### config.mk
export PLATFORM = sky130hd
export DESIGN_NAME = two_phase_current_reference
export DESIGN_NICKNAME = d
export VERILOG_FILES = /design/src/rtl/core/tpcr_pkg.sv /design/src/rtl/core/two_phase_current_reference.sv /design/src/rtl/core/tpcr_sine.sv /design/src/rtl/core/tpcr_scale.sv
export SDC_FILE = /design/constraint.sdc
export NUM_CORES = 2
export LEC_CHECK = 0
export BUFFER_PORTS_ARGS = -buffer_cell sky130_fd_sc_hd__buf_4
export CORE_UTILIZATION = 45
export DETAILED_ROUTE_END_ITERATION = 10
export PLACE_DENSITY_LB_ADDON = 0.08
export RECOVER_POWER = 25
export SYNTH_ARGS = -nofsm -noshare
export SYNTH_HDL_FRONTEND = slang
export SYNTH_HIERARCHICAL = 1
export SYNTH_SLANG_ARGS = --single-unit
### constraint.sdc
create_clock -name clk -period 7.7 [get_ports clk]
set_input_delay 0.385 -clock clk [delete_from_list [all_inputs] [get_ports clk]]
set_output_delay 0.385 -clock clk [all_outputs]
set_load 0.02 [all_outputs]
### src/rtl/core/tpcr_pkg.sv
`timescale 1ns / 1ps
// ----------------------------------------------------------------------------
// tpcr_pkg
// Shared types and constants for the two-phase current reference: the Q15
// sine table, phase geometry and the int16 scaling constants.
// ----------------------------------------------------------------------------
package tpcr_pkg;

    // Sine table geometry
    localparam int TBL_BITS  = 5;
    localparam int TBL_DEPTH = 1 << TBL_BITS;
    localparam int PHASE_W   = 32;
    localparam int SAMPLE_W  = 16;

    typedef logic [PHASE_W-1:0]         phase_t;
    typedef logic signed [SAMPLE_W-1:0] sample_t;
    typedef logic [TBL_BITS-1:0]        tbl_idx_t;

    // Quarter turn for the cosine path
    localparam phase_t QUARTER_TURN = 32'h4000_0000;

    // Q15 scaling: divide by 2^15 - 1 with half-scale rounding
    localparam int      Q15_BITS  = 15;
    localparam sample_t Q15_SCALE = 16'sd32767;
    localparam sample_t Q15_HALF  = 16'sd16383;

    // Saturation limits of the result
    localparam sample_t SAT_HI = 16'sh7FFF;
    localparam sample_t SAT_LO = 16'sh8000;

    // One full period of sine in Q15, 32 entries
    localparam sample_t SINE_TAB [TBL_DEPTH] = '{
        16'sd0,      16'sd6393,   16'sd12539,  16'sd18204,
        16'sd23170,  16'sd27245,  16'sd30273,  16'sd32137,
        16'sd32767,  16'sd32137,  16'sd30273,  16'sd27245,
        16'sd23170,  16'sd18204,  16'sd12539,  16'sd6393,
        16'sd0,     -16'sd6393,  -16'sd12539, -16'sd18204,
       -16'sd23170, -16'sd27245, -16'sd30273, -16'sd32137,
       -16'sd32767, -16'sd32137, -16'sd30273, -16'sd27245,
       -16'sd23170, -16'sd18204, -16'sd12539, -16'sd6393
    };

endpackage

### src/rtl/core/two_phase_current_reference.sv
`timescale 1ns / 1ps
// ----------------------------------------------------------------------------
// two_phase_current_reference
// Polar current command to two-phase references: A = magnitude * cos(phase),
// B = magnitude * sin(phase), from an interpolated Q15 sine table.
// ----------------------------------------------------------------------------
//  Channel  | Handshake             | Payload
//  ---------+-----------------------+--------------------------------------
//  input    | in_valid / in_ready   | magnitude[15:0] s, phase[31:0] u
//  output   | out_valid / out_ready | current_a[15:0] s, current_b[15:0] s
//
//  Six register stages: three for the sine (lookup, slope multiply, shift and
//  add) and three for scaling (product, rounding and reduction, saturation).
//  One request per cycle while the output is not stalled; out_valid rises
//  once the request has passed all six register stages.
//  The whole pipeline advances when the output register is empty or taken,
//  so a stall freezes every stage and nothing is lost or repeated.
//  Reset clears only the stage valid bits.
// ----------------------------------------------------------------------------
module two_phase_current_reference #(
    parameter int INTERP_BITS = 16
) (
    input  logic              clk,
    input  logic              rst_n,
    input  logic              in_valid,
    output logic              in_ready,
    input  tpcr_pkg::sample_t magnitude,
    input  tpcr_pkg::phase_t  phase,
    output logic              out_valid,
    input  logic              out_ready,
    output tpcr_pkg::sample_t current_a,
    output tpcr_pkg::sample_t current_b
);
    import tpcr_pkg::*;

    localparam int SINE_STAGES  = 3;
    localparam int SCALE_STAGES = 3;
    localparam int DEPTH        = SINE_STAGES + SCALE_STAGES;

    logic             en;
    logic [DEPTH-1:0] vld_reg, vld_next;
    sample_t          mag_reg [SINE_STAGES];
    phase_t           phase_cos;
    sample_t          sin_a;
    sample_t          sin_b;

    // Advance when the output slot is free or being drained
    assign en       = out_ready || !vld_reg[DEPTH-1];
    assign in_ready = en;

    // Shift valid bits along with the data
    always_comb
    begin
        vld_next = {vld_reg[DEPTH-2:0], in_valid};
    end

    always_ff @(posedge clk or negedge rst_n)
    begin
        if (!rst_n)
            vld_reg <= '0;
        else if (en)
            vld_reg <= vld_next;
    end

    // Delay the magnitude to meet the sine results
    always_ff @(posedge clk)
    begin
        if (en)
        begin
            mag_reg[0] <= magnitude;
            for (int i = 1; i < SINE_STAGES; i++)
                mag_reg[i] <= mag_reg[i-1];
        end
    end

    // Cosine is the sine a quarter turn ahead
    assign phase_cos = phase + QUARTER_TURN;

    tpcr_sine #(
        .INTERP_BITS (INTERP_BITS)
    ) u_sine_a (
        .clk   (clk),
        .en    (en),
        .phase (phase_cos),
        .sine  (sin_a)
    );

    tpcr_sine #(
        .INTERP_BITS (INTERP_BITS)
    ) u_sine_b (
        .clk   (clk),
        .en    (en),
        .phase (phase),
        .sine  (sin_b)
    );

    tpcr_scale u_scale_a (
        .clk    (clk),
        .en     (en),
        .q15    (sin_a),
        .mag    (mag_reg[SINE_STAGES-1]),
        .result (current_a)
    );

    tpcr_scale u_scale_b (
        .clk    (clk),
        .en     (en),
        .q15    (sin_b),
        .mag    (mag_reg[SINE_STAGES-1]),
        .result (current_b)
    );

    assign out_valid = vld_reg[DEPTH-1];

endmodule

### src/rtl/core/tpcr_sine.sv
`timescale 1ns / 1ps
// ----------------------------------------------------------------------------
// tpcr_sine
// Three-stage interpolated sine: table lookup, slope times fraction, then
// floor shift and add to the base entry.
// ----------------------------------------------------------------------------
module tpcr_sine #(
    parameter int INTERP_BITS = 16
) (
    input  logic             clk,
    input  logic             en,
    input  tpcr_pkg::phase_t phase,
    output tpcr_pkg::sample_t sine
);
    import tpcr_pkg::*;

    localparam int PROD_W = SAMPLE_W + INTERP_BITS + 1;

    // Stage 1: lookup
    tbl_idx_t               idx;
    tbl_idx_t               nxt;
    sample_t                base_s1_reg, base_s1_next;
    sample_t                diff_reg, diff_next;
    logic [INTERP_BITS-1:0] frac_reg, frac_next;

    // Stage 2: slope times fraction
    sample_t                  base_s2_reg;
    logic signed [PROD_W-1:0] prod_reg, prod_next;

    // Stage 3: shift and add
    logic signed [PROD_W-1:0] step_w;
    sample_t                  sine_reg, sine_next;

    // Select the entry pair and fraction
    always_comb
    begin
        idx          = phase[PHASE_W-1 -: TBL_BITS];
        nxt          = idx + tbl_idx_t'(1);
        base_s1_next = SINE_TAB[idx];
        diff_next    = SINE_TAB[nxt] - SINE_TAB[idx];
        frac_next    = phase[PHASE_W-1-TBL_BITS -: INTERP_BITS];
    end

    // Scale the slope by the fraction
    always_comb
    begin
        prod_next = diff_reg * $signed({1'b0, frac_reg});
    end

    // Floor shift and add the base
    always_comb
    begin
        step_w    = prod_reg >>> INTERP_BITS;
        sine_next = base_s2_reg + $signed(step_w[SAMPLE_W-1:0]);
    end

    // Advance all stages together
    always_ff @(posedge clk)
    begin
        if (en)
        begin
            base_s1_reg <= base_s1_next;
            diff_reg    <= diff_next;
            frac_reg    <= frac_next;
            base_s2_reg <= base_s1_reg;
            prod_reg    <= prod_next;
            sine_reg    <= sine_next;
        end
    end

    assign sine = sine_reg;

endmodule

### src/rtl/core/tpcr_scale.sv
`timescale 1ns / 1ps
// ----------------------------------------------------------------------------
// tpcr_scale
// Three-stage Q15 scaling: product, rounding and first reduction by
// 2^15 - 1, then final correction, sign and int16 saturation.
// ----------------------------------------------------------------------------
module tpcr_scale (
    input  logic              clk,
    input  logic              en,
    input  tpcr_pkg::sample_t q15,
    input  tpcr_pkg::sample_t mag,
    output tpcr_pkg::sample_t result
);
    import tpcr_pkg::*;

    localparam int PROD_W = 2 * SAMPLE_W;
    localparam int ABS_W  = 2 * Q15_BITS;
    localparam int QUO_W  = Q15_BITS + 2;

    // Stage 1: product
    logic signed [PROD_W-1:0] prod_reg, prod_next;

    // Stage 2: magnitude plus rounding, first reduction
    logic [PROD_W-1:0]   abs_w;
    logic [ABS_W-1:0]    rnd_w;
    logic                neg_reg, neg_next;
    logic [Q15_BITS-1:0] q1_reg, q1_next;
    logic [SAMPLE_W-1:0] rem_reg, rem_next;

    // Stage 3: correction, sign, saturation
    logic                q2_w;
    logic [SAMPLE_W-1:0] rem2_w;
    logic                fix_w;
    logic [QUO_W-1:0]    quo_w;
    logic [QUO_W-1:0]    quo_neg_w;
    sample_t             result_reg, result_next;

    // Form the full product
    always_comb
    begin
        prod_next = q15 * mag;
    end

    // Round the magnitude to nearest; split x / (2^15 - 1) as x >> 15 plus a remainder
    always_comb
    begin
        neg_next = prod_reg[PROD_W-1];
        abs_w    = neg_next ? (-prod_reg) : prod_reg;
        rnd_w    = abs_w[ABS_W-1:0] + ABS_W'(Q15_HALF);
        q1_next  = rnd_w[ABS_W-1 -: Q15_BITS];
        rem_next = {1'b0, rnd_w[Q15_BITS-1:0]} + {1'b0, q1_next};
    end

    // Finish the quotient, restore the sign, clamp to int16
    always_comb
    begin
        q2_w      = rem_reg[SAMPLE_W-1];
        rem2_w    = {1'b0, rem_reg[Q15_BITS-1:0]} + SAMPLE_W'(q2_w);
        fix_w     = (rem2_w >= Q15_SCALE);
        quo_w     = {2'b00, q1_reg} + QUO_W'(q2_w) + QUO_W'(fix_w);
        quo_neg_w = -quo_w;
        if (!neg_reg)
        begin
            if (quo_w > QUO_W'(SAT_HI))
                result_next = SAT_HI;
            else
                result_next = quo_w[SAMPLE_W-1:0];
        end
        else
        begin
            if (quo_w > {1'b0, SAT_LO})
                result_next = SAT_LO;
            else
                result_next = quo_neg_w[SAMPLE_W-1:0];
        end
    end

    // Advance all stages together
    always_ff @(posedge clk)
    begin
        if (en)
        begin
            prod_reg   <= prod_next;
            neg_reg    <= neg_next;
            q1_reg     <= q1_next;
            rem_reg    <= rem_next;
            result_reg <= result_next;
        end
    end

    assign result = result_reg;

endmodule
==> run_results.csv <==
group,metric,value,unit
detailed_routing,wl_per_cell,17.9,um
detailed_routing,via_count,44305,
critical_path,slowest_stage,"edfxtp_1",
synth,syn_inst,6567,
synth,yosys.area_share.simple,16.4,%
job,drv_cap,3,
clocking,numClockSinks,404,
synth,syn-num-nets,8049,
synth,synthArstFlopShare,1.49,%
finish,largest_reg_flops,48,
finish,final_common_cell,"inv_1",
global_route,grt_pass1_wl,247000,um
critical_path,critPathKind,"flip-flop to flip-flop",
run_status,status,"complete, but fails checks",
finish,drive_gt1_share,4.31,%
clocking,clock_latency,0.67,ns
synth,yosys_most_used_dff,"edfxtp_1",
synth,synth_edf_count,398,
clocking,root_buffer,"clkbuf_16",
timing,tns,0,ns
die,rows,135,
timing,fmax,0.140,GHz
timing,rsz0062_at_grt,"no",
critical_path,critPathRequiredTime,8.16,ns
synth,synth_seq_cells,404,
synth,synth_cell_types,122,
placed_design,port_buffers,74,
placed_design,hpwlAfterDp,117000,um
detailed_routing,drc_errors,0,
critical_path,critical-path-max-stage-delay,0.89,ns
critical_path,crit_path_cell_trace,"nand2_1 > fa_1 > fa_1 > fa_1 > inv_1 > fa_1 > fa_1 > inv_1 > fa_1 > inv_1 > ha_1 > a21oi_1 > o21ai_0 > o41a_1 > nor3_1 > a21oi_1 > o311ai_0 > or4b_2 > o311ai_0",
die,chipWidth,373,um
detailed_routing,dr.pass1.iters,7,
timing,layout_min_cycle_time,7.15,ns
clocking,cts_max_level,2,
synth,synth_top_family_by_area,"adder cells",
critical_path,cp_max_fo,20,
detailed_routing,routed_wl,150000,um
timing,fin_crit_sh,92.9,%
timing,hold_violations,0,
synth,synth_compound_area_share,9.48,%
clocking,clockBufferDepth,3,
synth,yosysWarnings,6,
clocking,cts_tree,"built",
finish,syn_to_final_growth,6.64,%
placed_design,gp_congestion,0.856,
clocking,numCtsBuffers,54,
critical_path,end_kind,"flip-flop",
global_route,overflow,0,
detailed_routing,ant_nets,0,
timing,setup_viol_count_final,0,
critical_path,cp-start-kind,"flip-flop",
global_route,track_usage,21.9,%
timing,slew_violations,148,
synth,yosysSeqAreaShare,19.5,%
finish,nets,7998,
die,dieArea,139000,um2
detailed_routing,drt-vias-per-instance,5.31,
timing,finClkSkew,0.0453,ns
worst_hold_path,hold_class,"input port to async pin",
critical_path,crit_end,"u_scale_a/prod_reg[24]",
die,core_area,136000,um2
critical_path,arrival,7.61,ns
finish,mostFrequentLayoutCells,"1216 x inv_1, 918 x fa_1, 685 x nand2_1",
clocking,clkSlewWorstSetupHoldPaths,0.06,ns
global_route,antenna_found_initial,3,
synth,synth.area.mux_share,0.448,%
synth,synth_area,62000,um2
critical_path,r2r_end,"u_scale_a/prod_reg[24]",
run_status,violations,"max-capacitance violations, max-slew violations",
detailed_routing,drt_first_iter_violations,2343,
critical_path,timing.rr.start,"mag_reg[0][35]",
clocking,cts-resized-gates,0,
die,die_h,373,um
finish,nFillCells,13106,
die,initial_core_util,45.6,%
synth,yosys.area_share.adder,40.0,%
synth,synth_xor_xnor_area_share,4.86,%
global_route,grt_pass1_vias,46125,
synth,avgSynthCellArea,9.45,um2
timing,slew_headroom,-61.6,%
critical_path,r2r_setup_slack,0.55,ns
die,ios,86,
timing,worst_pin_slew,2.42,ns
global_route,grt_max_degree,132,
critical_path,path_common_cell,"fa_1",
critical_path,timing.critical_path.from,"mag_reg[0][35]",
critical_path,ff2ff_path_depth,19,
routing by layer:
metal / global-route usage [%] / wire length, um / up-vias
met2: 37.8 / 73500 / 726
met5: 0 / 0 / -
met1: 30.0 / 68600 / 22403
met4: 4.14 / 2430 / 0
li1: - / - / 21040
met3: 2.07 / 5040 / 136
worst max-delay path: cells and delay by family (launching register included):
kind | cells | cell delay [ns]
AND/OR/NAND/NOR | 3 | 1.01
buffers and inverters | 3 | 0.15
AO/OA/AOI/OAI | 6 | 1.46
flip-flops | 1 | 0.89
adder cells (fa/ha/maj) | 7 | 3.41
worst min path at each step:
stage | from | end | slack (ns)
final | rst_n | vld_reg[4] | 0.13
after detailed placement | rst_n | vld_reg[4] | 0.20
after global placement | rst_n | vld_reg[4] | 0.19
after global routing | rst_n | vld_reg[4] | 0.15
after CTS | rst_n | vld_reg[4] | 0.02
after floorplan | rst_n | vld_reg[0] | 0.09
logic make-up after synthesis:
logic type                 Yosys count
and+or+nand+nor                   1990
buffers and inverters             1499
adders and majority gates         1430
AOI/OAI and AO/OA                  881
DFF                                404
xor gates and xnor gates           341
muxes                               22
per-stage QoR:
| stage | std cells | utilization [%] | instance area, um2 | setup WS (ns) | hold slack, ns |
|---|---|---|---|---|---|
| 2_1_floorplan | 6567 | - | 62000 | 1.20 | 0.0894 |
| 3_3_place_gp | 8207 | 47.1 | 64100 | 0.598 | 0.193 |
| 3_5_place_dp | 8207 | 47.1 | 64100 | 0.530 | 0.196 |
| 4_1_cts | 8340 | 48.7 | 66400 | 0.535 | 0.0180 |
| 5_1_grt | 8340 | 48.6 | 66200 | 0.105 | 0.154 |
| 6_report | 8341 | 48.6 | 66200 | 0.549 | 0.134 |
synth_stat cells (41+ instances only):
cell / n / area (um2)
xor2_1: 102 / 893
o21a_1: 42 / 315
inv_1: 1216 / 4560
fa_1: 918 / 18400
and2_1: 497 / 3110
ha_1: 512 / 6410
clkbuf_1: 216 / 811
nor3_1: 101 / 505
a211oi_1: 45 / 338
o21ai_0: 166 / 831
xnor2_1: 237 / 2080
nand2b_1: 50 / 313
nand2_1: 685 / 2570
a21oi_1: 244 / 1220
a21o_1: 61 / 458
edfxtp_1: 398 / 12000
nor2_1: 275 / 1030
a31oi_1: 41 / 257
nand4_1: 42 / 263
nand3_1: 96 / 480
area by class of cell:
cell class	count	area, um2	share of cell area, %
multi-input cells	4664	44200	66.7
flip-flops and latches	404	12100	18.3
inverters	1221	4580	6.93
well taps	1781	2230	3.37
clock buffers	61	1380	2.08
repair buffers	171	1210	1.83
clock inverters	38	497	0.751
diodes	1	2.50	0.00378
timing repair:
action / in CTS / in global routing
setup endpoints to repair: 0 / 0
hold buffers: 34 / 0
endpoints found under the hold margin: 55 / 0
setup buffers: 0 / 0
Power is not shown: default switching activity piles up to over one toggle a cycle in this logic, so the estimate is an artifact.
